[src/rtl/core/cr_tess_pkg.sv]
// Shared types, constants and the blend weight function of the spline tessellator.
// Used by the top level, front, queue and back of the block; depends on nothing.

package cr_tess_pkg;

	localparam int SamplesDefault = 10;
	localparam int CoordW = 16;
	localparam int QueueDepth = 4;
	localparam int CountSat = 4;

	typedef logic signed [CoordW-1:0] coord_t;

	typedef struct packed {
		coord_t [3:0] px;
		coord_t [3:0] py;
		logic raw;
		logic last;
	} job_t;

	function automatic int cr_weight(input int j, input int s, input int k);
		int j2;
		int j3;
		j2 = j * j;
		j3 = j2 * j;
		case (k)
			0: return -j3 + 2 * j2 * s - j * s * s;
			1: return 3 * j3 - 5 * j2 * s + 2 * s * s * s;
			2: return -3 * j3 + 4 * j2 * s + j * s * s;
			default: return j3 - j2 * s;
		endcase
	endfunction

endpackage

[src/rtl/core/cr_tess_fifo.sv]
// Short job queue between the front and the back of the tessellator.
// Depends on cr_tess_pkg for the job type.

module cr_tess_fifo #(
	parameter int DEPTH = cr_tess_pkg::QueueDepth
) (
	input  logic                 clk,
	input  logic                 arst_n,
	input  logic                 push,
	input  cr_tess_pkg::job_t    push_data,
	output logic                 full,
	input  logic                 pop,
	output cr_tess_pkg::job_t    pop_data,
	output logic                 empty
);
	import cr_tess_pkg::*;

	localparam int AW = (DEPTH > 1) ? $clog2(DEPTH) : 1;
	localparam int CW = $clog2(DEPTH + 1);

	job_t mem_q [DEPTH];
	logic [AW-1:0] wr_ptr_q;
	logic [AW-1:0] rd_ptr_q;
	logic [CW-1:0] count_q;
	logic do_push;
	logic do_pop;

	assign full = (count_q == CW'(DEPTH));
	assign empty = (count_q == '0);
	assign do_push = push && !full;
	assign do_pop = pop && !empty;
	assign pop_data = mem_q[rd_ptr_q];

	always_ff @(posedge clk) begin
		if (do_push) begin
			mem_q[wr_ptr_q] <= push_data;
		end
	end

	always_ff @(posedge clk or negedge arst_n) begin
		if (!arst_n) begin
			wr_ptr_q <= '0;
			rd_ptr_q <= '0;
			count_q <= '0;
		end else begin
			if (do_push) begin
				wr_ptr_q <= (wr_ptr_q == AW'(DEPTH - 1)) ? '0 : wr_ptr_q + 1'b1;
			end
			if (do_pop) begin
				rd_ptr_q <= (rd_ptr_q == AW'(DEPTH - 1)) ? '0 : rd_ptr_q + 1'b1;
			end
			if (do_push && !do_pop) begin
				count_q <= count_q + 1'b1;
			end else if (do_pop && !do_push) begin
				count_q <= count_q - 1'b1;
			end
		end
	end

endmodule

[config.mk]
export PLATFORM = sky130hd
export DESIGN_NAME = cr_tess_fifo
export DESIGN_NICKNAME = d
export VERILOG_FILES = /design/src/rtl/core/cr_tess_pkg.sv /design/src/rtl/core/cr_tess_fifo.sv
export SDC_FILE = /design/constraint.sdc
export NUM_CORES = 1
export LEC_CHECK = 0
export BUFFER_PORTS_ARGS = -buffer_cell sky130_fd_sc_hd__buf_2
export CAP_MARGIN = 15
export CORE_MARGIN = 5
export CORE_UTILIZATION = 30
export DETAILED_ROUTE_END_ITERATION = 8
export PLACE_DENSITY = 0.47
export SLEW_MARGIN = 20
export SYNTH_ARGS = -nofsm -noshare
export SYNTH_HDL_FRONTEND = slang
export SYNTH_SLANG_ARGS = --single-unit
[constraint.sdc]
create_clock -name clk -period 7 [get_ports clk]
set_input_delay 0.35 -clock clk [delete_from_list [all_inputs] [get_ports clk]]
set_output_delay 0.35 -clock clk [all_outputs]
set_load 0.02 [all_outputs]
==> impl_results.md <==
- Status: finished, final reports clean
- Post-route DRC: 0
- Pre-Repair DR Iteration Count: 4
- Met1 Routed Length: 17800 µm
- Design Power: 10.4 mW
- Maximum clock insertion buffer count: 3
- Layout Cells excl Fill: 2048
- Yosys reg bits: 527
- Clk_lat worst skew: 0.61 ns
- GRT Total Usage: 0.118
- Metal3 WL: 2480 µm
- Post-layout min period: 3.35 ns
- Critical Path End Type: primary output
- Final hold vios: 0
- Final TNS setup: 0 ns
- Fillers: 5725
- Pre-CTS WS: 4.09 ns
- Synth Warn #: 0
- Via count: 9084
- Layout area overhead: 28.3%
- Cells after synthesis: 717
- CTS root buf: clkbuf_16
- Post-Syn Area: 0.0192 mm²
- Final worst-path cycle share: 0.479
- Leakage power: 8.34 nW
- Fmax: 298 MHz
- Grt total ovfl: 0
- H-tree levels: 2
- Die height: 263 µm
- Iter 0 DRT Violations: 413
- Setup violators final: 0
- Num ports: 266
- Gpl congestion: 0.704
- Setup Fix Bufs, Post-CTS: 0
- Total clock sinks: 527
- Post-layout util: 0.389
- Crit Path Max Fanout: 41
- Maxcap violations: 0
- IO Port Bufs: 265
- Pwr dens: 425 mW/mm²
- Antenna violations before repair: 4
- First-pass GRT wire length: 63600 µm
- Synth cell types: 21
- Post-DP HPWL: 24100 µm
- Largest net degree at the start of global routing: 68
- Tightest hold margin: 0.137 ns
- CP Class: flip-flop to primary output
- CTS tree: done
- Core area: 0.0632 mm²
- Largest area contributor in the netlist: edfxtp_1
- Syn Area/Cell: 26.8 µm²
- Final setup margin: 3.65 ns
- Avg WL per Cell: 20.2 µm
- Starting density of the core: 0.304
- Seq/Total Area, Yosys: 0.823
- Slew headroom: 0.368
- Worst-margin pin slew: 0.947 ns
- Total Wirelength: 41300 µm
- CTS buffer count: 56
- RSZ-0062 raised after global routing: false
- Placed inst area: 0.0215 mm²
- Syn Nets: 858
- # placed instances: 1810
- Share of the synthesized area in the top cell type: 0.814
- Max layer used: met5
- Clk_skew: 0.0221 ns
- Worst EP required: 6.65 ns
- Vias per cell: 4.44
- Metal2 WL: 20200 µm
- Antenna-violating nets left: 0
- Top cells by area, synth: edfxtp_1 (81%), mux4_2 (15%), dfrtp_1 (0.91%)
- Vias in the first global route: 10311
- Total die area: 0.0691 mm²
- Peak VDD IR: 0.000205 V
- Max Slew Vio Count: 0
- Nets: 1294
- Die Wd: 263 µm
- Final non-filler cell area: 0.0246 mm²
- Worst hold path type: input pin to asynchronous set/reset pin
- Clock Pin Slew Worst Setup and Hold Paths: 0.06 ns
- CP startpoint kind: flip-flop
- Layout cell share with drive strength beyond 1: 0.423
- Crit path DAT: 3.00 ns
- Row cnt: 92
routing by layer:
| layer | global-route usage | up-vias |
|---|---|---|
| met3 | 0.0344 | 73 |
| met5 | 0 | - |
| met2 | 0.196 | 212 |
| li1 | - | 3999 |
| met1 | 0.152 | 4796 |
| met4 | 0.0332 | 4 |
power breakdown:
group / switching [mW] / leakage (nW) / total (mW) / internal (mW)
registers: 0.197 / 4.84 / 4.37 / 4.17
clock network: 1.20 / 0.899 / 2.89 / 1.69
logic: 1.93 / 2.60 / 3.19 / 1.26
total: 3.33 / 8.34 / 10.4 / 7.12
synthesized netlist by cell type (all sizes together):
cell type / number
a21o: 1
and2: 3
buf: 26
clkbuf: 4
dfrtp: 7
edfxtp: 520
fa: 1
ha: 6
inv: 3
mux2: 4
mux4: 130
nand2: 1
nor2: 3
nor2b: 1
nor3: 2
nor3b: 1
o31ai: 1
xnor2: 1
xor2: 2
state kept, by name, indices dropped and copies added (netlist names):
name	cells
mem_q	520
rd_ptr_q	2
wr_ptr_q	2
count_q	3
critical path, stage by stage (launching register included):
cell,delay [ns]
dfrtp_4,0.77
buf_4,0.79
mux4_2,0.62
buf_2,0.18
layout make-up:
cell class              instances  area (µm²)  area share
repair buffers                408        2740       0.111
diodes                          1        2.50    0.000102
well taps                     846        1060      0.0430
clock inverters                32         279      0.0113
multi-input cells             157        3190       0.130
clock buffers                  74        1530      0.0622
inverters                       3        11.3    0.000458
flip-flops and latches        527       15800       0.642
layout by cell type, fill, tap and decap left out, types with 2 or more instances in the layout:
| cell | netlist | routed |
|---|---|---|
| clkbuf_8 | 0 | 4 |
| buf_4 | 1 | 11 |
| dlygate4sd3_1 | 0 | 131 |
| clkinv_1 | 0 | 4 |
| edfxtp_1 | 520 | 520 |
| inv_1 | 3 | 3 |
| bufinv_16 | 0 | 4 |
| clkbuf_1 | 4 | 13 |
| ha_1 | 6 | 6 |
| nor3_1 | 2 | 2 |
| xor2_1 | 2 | 2 |
| clkinvlp_4 | 0 | 2 |
| nor2_1 | 3 | 2 |
| clkinv_2 | 0 | 17 |
| and2_4 | 0 | 3 |
| inv_6 | 0 | 5 |
| dfrtp_1 | 7 | 5 |
| mux4_2 | 130 | 130 |
| clkbuf_16 | 0 | 57 |
| buf_2 | 15 | 265 |
| mux2_2 | 4 | 4 |
| dfrtp_4 | 0 | 2 |
final timing paths:
path / start / to / slack, ns / cells after the start
min in group clk: pop / rd_ptr_q[0] / 0.18 / 3
hold / removal: arst_n / wr_ptr_q[1] / 0.14 / 2
max in group asynchronous: arst_n / rd_ptr_q[0] / 6.65 / 2
setup / recovery: rd_ptr_q[0] / pop_data[23] / 3.65 / 3
setup reg to reg: count_q[2] / mem_q[1][37] / 4.20 / 4
hold reg to reg: count_q[2] / count_q[2] / 0.53 / 1
cells by family after synthesis:
group	share of synthesized area
AO/OA/AOI/OAI	0.00104
XOR/XNOR	0.00137
multiplexers	0.155
AND/OR/NAND/NOR	0.00326
flip-flops	0.823
adder cells (fa/ha/maj)	0.00496
buffers and inverters	0.0115
repair_timing:
item                       CTS  global route
hold endpoints to repair   527             0
setup endpoints to repair    0             0
resized for setup            0             0
hold buffers               131             0
(Power assumes the default switching activity.)
