<file path="src/rtl/core/cr_tess_pkg.sv">
// Shared types, constants and the blend weight function of the spline tessellator.
// Used by the top level, front, queue and back of the block; depends on nothing.

package cr_tess_pkg;

	localparam int SamplesDefault = 10;
	localparam int CoordW = 16;
	localparam int QueueDepth = 4;
	localparam int CountSat = 4;

	typedef logic signed [CoordW-1:0] coord_t;

	typedef struct packed {
		coord_t [3:0] px;
		coord_t [3:0] py;
		logic raw;
		logic last;
	} job_t;

	function automatic int cr_weight(input int j, input int s, input int k);
		int j2;
		int j3;
		j2 = j * j;
		j3 = j2 * j;
		case (k)
			0: return -j3 + 2 * j2 * s - j * s * s;
			1: return 3 * j3 - 5 * j2 * s + 2 * s * s * s;
			2: return -3 * j3 + 4 * j2 * s + j * s * s;
			default: return j3 - j2 * s;
		endcase
	endfunction

endpackage

</file>
<file path="src/rtl/core/cr_tess_front.sv">
// Front of the tessellator: takes control points, keeps the point window and count,
// and turns each point into segment or raw-point jobs. Depends on cr_tess_pkg.

module cr_tess_front (
	input  logic                 clk,
	input  logic                 arst_n,
	input  logic                 in_valid,
	output logic                 in_ready,
	input  cr_tess_pkg::coord_t  point_x,
	input  cr_tess_pkg::coord_t  point_y,
	input  logic                 last_point,
	output logic                 push,
	output cr_tess_pkg::job_t    push_data,
	input  logic                 full
);
	import cr_tess_pkg::*;

	coord_t win_x_q [3];
	coord_t win_y_q [3];
	coord_t cap_x_q [4];
	coord_t cap_y_q [4];
	logic [2:0] cnt_q;
	logic busy_q;
	logic seg_q;
	logic [1:0] k_q;
	logic [1:0] end_q;
	logic [1:0] idx [4];
	logic take;
	logic seg_mode;

	assign in_ready = !busy_q;
	assign take = in_valid && !busy_q;
	assign seg_mode = (cnt_q >= 3'd3);
	assign push = busy_q;

	always_comb begin
		if (seg_q) begin
			case (k_q)
				2'd0: begin
					idx[0] = 2'd0; idx[1] = 2'd0; idx[2] = 2'd1; idx[3] = 2'd2;
				end
				2'd1: begin
					idx[0] = 2'd0; idx[1] = 2'd1; idx[2] = 2'd2; idx[3] = 2'd3;
				end
				default: begin
					idx[0] = 2'd1; idx[1] = 2'd2; idx[2] = 2'd3; idx[3] = 2'd3;
				end
			endcase
		end else begin
			for (int i = 0; i < 4; i++) begin
				idx[i] = k_q;
			end
		end
		for (int i = 0; i < 4; i++) begin
			push_data.px[i] = cap_x_q[idx[i]];
			push_data.py[i] = cap_y_q[idx[i]];
		end
		push_data.raw = !seg_q;
		push_data.last = (k_q == end_q);
	end

	always_ff @(posedge clk) begin
		if (take) begin
			for (int i = 0; i < 3; i++) begin
				cap_x_q[i] <= win_x_q[i];
				cap_y_q[i] <= win_y_q[i];
			end
			cap_x_q[3] <= point_x;
			cap_y_q[3] <= point_y;
		end
	end

	always_ff @(posedge clk or negedge arst_n) begin
		if (!arst_n) begin
			for (int i = 0; i < 3; i++) begin
				win_x_q[i] <= '0;
				win_y_q[i] <= '0;
			end
			cnt_q <= '0;
			busy_q <= 1'b0;
			seg_q <= 1'b0;
			k_q <= '0;
			end_q <= '0;
		end else if (take) begin
			win_x_q[0] <= win_x_q[1];
			win_x_q[1] <= win_x_q[2];
			win_x_q[2] <= point_x;
			win_y_q[0] <= win_y_q[1];
			win_y_q[1] <= win_y_q[2];
			win_y_q[2] <= point_y;
			if (last_point) begin
				cnt_q <= '0;
			end else if (cnt_q >= 3'(CountSat)) begin
				cnt_q <= 3'(CountSat);
			end else begin
				cnt_q <= cnt_q + 1'b1;
			end
			busy_q <= seg_mode || last_point;
			seg_q <= seg_mode;
			if (seg_mode) begin
				k_q <= (cnt_q == 3'd3) ? 2'd0 : 2'd1;
				end_q <= last_point ? 2'd2 : 2'd1;
			end else begin
				k_q <= 2'(3'd3 - cnt_q);
				end_q <= 2'd3;
			end
		end else if (busy_q && !full) begin
			if (k_q == end_q) begin
				busy_q <= 1'b0;
			end else begin
				k_q <= k_q + 1'b1;
			end
		end
	end

endmodule

</file>
<file path="config.mk">
export PLATFORM = sky130hd
export DESIGN_NAME = cr_tess_front
export DESIGN_NICKNAME = d
export VERILOG_FILES = /design/src/rtl/core/cr_tess_pkg.sv /design/src/rtl/core/cr_tess_front.sv
export SDC_FILE = /design/constraint.sdc
export NUM_CORES = 1
export LEC_CHECK = 0
export ABC_AREA = 0
export BUFFER_PORTS_ARGS = -buffer_cell sky130_fd_sc_hd__buf_4
export CORE_ASPECT_RATIO = 0.7
export CORE_UTILIZATION = 60
export CTS_BUF_LIST = sky130_fd_sc_hd__clkbuf_2 sky130_fd_sc_hd__clkbuf_4 sky130_fd_sc_hd__clkbuf_8
export CTS_CLUSTER_SIZE = 14
export DETAILED_ROUTE_END_ITERATION = 10
export HOLD_SLACK_MARGIN = 0.08
export PLACE_DENSITY = 0.87
export SETUP_SLACK_MARGIN = 0.2
export SYNTH_ARGS = -nofsm -noshare
export SYNTH_HDL_FRONTEND = slang
export SYNTH_SLANG_ARGS = --single-unit
export TNS_END_PERCENT = 5
</file>
<file path="constraint.sdc">
create_clock -name clk -period 6.7 [get_ports clk]
set_input_delay 0.67 -clock clk [delete_from_list [all_inputs] [get_ports clk]]
set_output_delay 0.67 -clock clk [all_outputs]
set_load 0.01 [all_outputs]
</file>
==> run summary, run 1 <==
Status: complete, no violations
Register area share after synthesis: 53.92%
FP Rows: 42
First-pass GRT wire length: 43,900 um
Clock latency on the worst-skew pair: 500 ps
Per-cell routed wire length: 20.05 um
Max layer used: met4
Adder-cell share of the synthesized area: 0.5213%
Mux cell area share after synthesis: 24.19%
Post-Synth Simple-Gate Area: 11.92%
Die area: 20,580 sq um
Drt first pass iters: 5
MaxCap Viol Count: 0
EDFF count, synth: 128
Peak supply drop: 0.4031 mV
Worst r2r path cells: 4
Worst Max-Slew Pin Slew: 1274 ps
Clock H-tree levels: 2
CP max-delay cell: dfrtp_2
Cell Area, Synth: 12,000 sq um
WP data arrival: 3440 ps
Final-report setup violation count: 0
Clock tree buffer depth: 3
Starting density of the core: 62.40%
Setup TNS: 0 ps
Place WS: 3105 ps
CTS tree: yes
Synth Area in Compound Gates: 5.828%
Post-Syn Nets: 973
Final min period: 4109 ps
Hold WC Path Type: in2async
Library cells used by synthesis: 35
Area leader, netlist: edfxtp_1
Clk root buf: clkbuf_8
Pleak: 6.019 nW
Vias per inst: 6.152
Area Growth Syn to Fin: 17.49%
RePlAce Congestion: 0.7940
Syn_area_per_cell: 12.89 sq um
CP max stage delay: 710 ps
Period utilization: 61.33%
Synth top area cells: edfxtp_1, dfrtp_1, mux4_2
RSZ-0062 raised after global routing: false
Seq cells post-synth: 233
Power Dens Cells: 591.4 nW/um^2
Vias in the first global route: 8,139
Worst path most repeated cell: buf_4
Peak Freq: 0.2434 GHz
Synth top area share: 32.03%
CP cell instances: buf_4, nor2b_1, a21oi_4, buf_4, mux4_2, buf_4
GRT Resource Usage Total: 27.72%
Final ANT Viol Nets: 0
Post-CTS setup repair buffer count: 0
Max-slew violation count: 0
R2R Path End: cap_y_q[3][13]$_DFFE_PP_
Worst r2r src: push$_DFFE_PN0P_
R2R setup slack: 3590 ps
Number of diodes: 0
Initial antenna violation count: 0
Post-Synth XOR/XNOR Area: 0.2919%
Fin Hold WS: 125.7 ps
Hold_buf cts: 0
Most used DFF post-synth: edfxtp_1
Synth Instances: 931
Ports: 169
Count leader, synth: nand2_1
CP Class: reg2out
DRC Markers: 0
Buffers on Ports: 168
Die Ht: 120.3 um
Dpl hpwl: 17,170 um
Core area: 19,230 sq um
Post-synth top cells: nand2_1, edfxtp_1, dfrtp_1
CTS buffer count: 36
Die width: 171.0 um
Metal-1 WL: 11,590 um
CP Max Fanout: 52
Placed cells: 1,303
Final Net Count: 1,119
Share of layout cells above drive strength 1: 37.35%
Global route overflow: 0
Largest family of logic cells by synthesized area: multiplexers
Clock Skew: 7.979 ps
FFs w/ async S/R, synth: 45.06%
Post-route insts no fill: 1,367
Via count: 8,410
Headroom to the max-slew limit: 14.88%
# resized after CTS: 0
PnR worst setup slack: 2591 ps
DR iter-0 viols: 998
Worst setup SP type: register
Element type at the critical path end: output port
Clock sink total: 233
Largest net degree at the start of global routing: 164
Synthesis warning total: 0
Final hold violation count: 0
Clock transition at path regs: 60 ps
Req. time, crit path: 6030 ps
Metal2 WL: 12,630 um
Final wirelength: 27,400 um
DR WL met3: 2642 um
## cell usage in the layout (no fill, tap or decap), types with 5 or more instances in the layout
master    Yosys  final
a22oi_1      33     33
edfxtp_1    128    128
ha_1          5      5
and3b_1      29     29
mux2_2       64     64
o21ai_0      35     35
inv_1         6      6
mux4_2       96     96
clkbuf_4      0     15
dfrtp_1     105    102
nand2_1     290    290
clkinv_1      1      5
a21oi_1      32     31
clkbuf_8      0     43
buf_4         0    179
## how the worst max path moves through the flow
stage          slack (ps)              start                       to
5_1_grt              2430  seg_q$_DFFE_PN0P_            push_data[94]
4_1_cts              2570  seg_q$_DFFE_PN0P_            push_data[32]
3_5_place_dp         3100  seg_q$_DFFE_PN0P_            push_data[32]
6_report             2590  seg_q$_DFFE_PN0P_            push_data[32]
3_3_place_gp         3150  seg_q$_DFFE_PN0P_            push_data[32]
2_1_floorplan        1640           in_valid  cap_x_q[0][0]$_DFFE_PP_
## sequential cells by signal (all words and copies together), names as in the netlist
name	flops
end_q	2
cap_y_q	64
cnt_q	3
seg_q	1
win_x_q	48
k_q	2
cap_x_q	64
push	1
win_y_q	48
## layout make-up
type	count	area, sq um
Sequential cell	233	6477
Clock buffer	58	704.4
Multi-Input combinational cell	620	5187
Inverter	7	33.78
Clock inverter	6	23.77
Fill cell	1267	5132
Tap cell	264	330.3
Timing Repair Buffer	179	1344
## routing by layer
metal	GRT usage [%]	vias up
met5	0	-
met4	8.426	0
met3	5.532	41
met2	40.88	476
met1	42.10	4155
li1	-	3738
## power breakdown
group	internal, mW	total, mW	switching [mW]
clock network	0.663	1.19	0.525
registers	2.11	2.57	0.454
logic	2.35	4.58	2.24
total	5.12	8.34	3.22
## kinds of logic after synthesis
kind of cell | count (synthesis)
flip-flops | 233
adder cells (fa/ha/maj) | 5
buffers and inverters | 78
XOR/XNOR | 4
AND/OR/NAND/NOR | 335
multiplexers | 162
AO/OA/AOI/OAI | 114
## through the flow
stage | power [mW] | utilization, % | cell area, sq um
finish | 8.339 | 73.32 | 14100
global route | 8.821 | 73.32 | 14100
floorplan | 5.426 | - | 12000
CTS | 8.365 | 73.32 | 14100
detailed placement | 7.150 | 69.53 | 13370
global placement | 7.015 | 69.53 | 13370
## worst max-delay path, delay by kind of cell, from the launching register on
kind	cells	cell delay (ps)
buf+inv	3	1130
compound gates	1	550
flops	1	710
simple gates	1	170
mux	1	370
(Power assumes the default switching activity.)
==> inputs of run 2 (changes only) <==
- CORE_UTILIZATION: 60 -> 54
- PLACE_DENSITY: 0.87 -> 0.83
- clock period: 6.7 -> 3.6 ns (I/O delays scaled with it)
==> run 2 against run 1 <==
Against the previous run:
- critical path depth grew 1
- via count grew 0.83%
- sequential share of layout area shrank 1.7 points
- sequential power grew 85%
- combinational power grew 92%
- clock power grew 86%
- wire length grew 1.6%
- cell area grew 3.9%
- global-route usage shrank 3.1 points
- hold slack gained 26 ps
- worst setup slack lost 2400 ps
- non-clock buffer count grew 49
- critical path type unchanged
==> run summary, run 2 (synthesis gave the netlist of run 1 again) <==
First-pass GRT wire length: 43,980 um (was 43,900 um)
RSZ-0062 raised after global routing: true (was false)
Clock sink total: 233 (unchanged)
Peak supply drop: 0.5909 mV (was 0.4031 mV)
Clock transition at path regs: 60 ps (about the same)
Fin area: 14,650 sq um (was 14,100 sq um)
Core area: 21,730 sq um (was 19,230 sq um)
Final Net Count: 1,170 (was 1,119)
Pleak: 6.265 nW (was 6.019 nW)
Element type at the critical path end: output port (unchanged)
Biggest regs: cap_x_q x64, cap_y_q x64 (unchanged)
Final-report setup violation count: 0 (unchanged)
Final min period: 3383 ps
DRC Markers: 0 (unchanged)
Clock latency on the worst-skew pair: 510 ps (was 500 ps)
Period utilization: 93.98%
Dpl hpwl: 17,680 um (was 17,170 um)
Buffers on Ports: 168 (unchanged)
Die width: 180.2 um (was 171.0 um)
FP Rows: 45 (was 42)
Power Dens Cells: 1076 nW/um^2 (was 591.4 nW/um^2)
WP data arrival: 3020 ps (was 3440 ps)
# resized after CTS: 0 (unchanged)
Place WS: 559.1 ps (was 3105 ps)
Final ANT Viol Nets: 0 (unchanged)
Area after DPL: 13,520 sq um (was 13,370 sq um)
Final wirelength: 27,840 um (was 27,400 um)
Global routing met1 resource utilization: 36.72% (was 42.10%)
CTS buffer count: 37 (was 36)
Share of layout cells above drive strength 1: 37.51% (was 37.35%)
Headroom to the max-slew limit: 27.38% (was 14.88%)
Per-cell routed wire length: 19.33 um (was 20.05 um)
Die area: 22,830 sq um (was 20,580 sq um)
Largest net degree at the start of global routing: 115 (was 164)
Area of the multi-input gates: 5196 sq um (was 5187 sq um)
Req. time, crit path: 3240 ps (was 6030 ps)
Final hold violation count: 0 (unchanged)
Worst Max-Slew Pin Slew: 1089 ps (was 1274 ps)
Area Growth Syn to Fin: 22.08% (was 17.49%)
CP Class: reg2out (unchanged)
DR iter-0 viols: 871 (was 998)
Commonest non-fill, non-tap cell in the layout: nand2_1 (unchanged)
Drt first pass iters: 6 (was 5)
Peak Freq: 0.2956 GHz
Global route overflow: 0 (unchanged)
RePlAce Congestion: 0.8158 (was 0.7940)
Setup TNS: 0 ps (unchanged)
Most Crowded Layer GR: met2 (was met1)
GRT Resource Usage Total: 24.64% (was 27.72%)
Max-slew violation count: 0 (unchanged)
M2 GR Usage: 36.82% (was 40.88%)
Vias in the first global route: 8,099 (was 8,139)
Initial antenna violation count: 1 (was 0)
R2R setup slack: 1290 ps (was 3590 ps)
Hold WC Path Type: in2reg (was in2async)
Most frequent cells in the layout: nand2_1, buf_4, edfxtp_1 (unchanged)
CTS tree: yes (unchanged)
Clock Skew: 17.38 ps (was 7.979 ps)
CP Max Fanout: 22 (was 52)
Worst setup SP type: register (unchanged)
Starting density of the core: 55.22% (was 62.40%)
Status: complete, no violations (unchanged)
GR Util met3: 5.197% (was 5.532%)
Fillers: 1,525 (was 1,267)
Clk root buf: clkbuf_8 (unchanged)
Vias per inst: 5.889 (was 6.152)
FF/Latch Area: 6477 sq um (unchanged)
Ports: 169 (unchanged)
MaxCap Viol Count: 0 (unchanged)
PnR worst setup slack: 216.7 ps (was 2591 ps)
Clock tree buffer depth: 3 (unchanged)
Die Ht: 126.7 um (was 120.3 um)
Clock H-tree levels: 2 (unchanged)
Via count: 8,480 (was 8,410)
==> run 2: cell types whose count changed in the layout (fill, tap and decap cells not counted), sizes merged <==
cell,previous run,this run
a21oi,35,36
buf,179,194
clkbuf,58,56
clkinv,6,11
clkinvlp,0,1
diode,0,1
dlygate4sd3,0,34
==> run 2: metal layers <==
layer,up-vias,routed length [um]
li1,3841,-
met1,4217,12500
met2,386,12800
met3,36,2127
met4,0,416
met5,-,0
==> run 2: critical path, cell delays in order (launching register included) <==
cell	delay, ps
dfrtp_2	570
inv_1	110
ha_1	290
nor2_1	170
a21oi_4	470
buf_4	380
mux4_2	360
buf_4	160
==> run 2: final timing paths <==
| kind | start | to | depth (start not counted) |
|---|---|---|---|
| worst max-delay path | k_q[0]$_DFFE_PN0P_ | push_data[84] | 7 |
| worst min-delay path | full | push$_DFFE_PN0P_ | 3 |
| worst max register to register | push$_DFFE_PN0P_ | cap_x_q[2][5]$_DFFE_PP_ | 3 |
| worst min register to register | win_y_q[34]$_DFFE_PN0P_ | cap_y_q[0][2]$_DFFE_PP_ | 0 |
| max in group asynchronous | arst_n | win_y_q[24]$_DFFE_PN0P_ | 3 |
| min in group asynchronous | arst_n | win_x_q[3]$_DFFE_PN0P_ | 2 |
==> run 2: per-stage QoR <==
step	utilization, %	std cells	hold slack, ps	power, mW
final	67.42	1440	151.3	15.76
after global routing	67.42	1440	121.3	16.66
after CTS	67.37	1438	123.8	15.82
after detailed placement	62.19	1332	428.7	13.43
after global placement	62.19	1332	428.0	13.20
after floorplan	-	931	64.41	10.07
==> run 2: layout make-up <==
type                       instances  area share [%]
antenna                            1         0.01708
multi-input combinational        621           35.47
tap                              282           2.408
inverter                           7          0.2306
clock buffer                      56           4.663
timing repair buffer             228           12.60
clock inverter                    12          0.4014
sequential                       233           44.21
==> run 2: power by group <==
| group | internal, mW | switching, mW |
|---|---|---|
| combinational | 4.58 | 4.21 |
| sequential | 3.93 | 0.837 |
| clock | 1.22 | 0.990 |
==> run 2: timing repair <==
item	CTS	global route
setup buffers	3	1
setup endpoints to repair	29	45
pin swaps	1	1
hold buffers	34	0
hold endpoints to repair	89	0
cloned	1	0
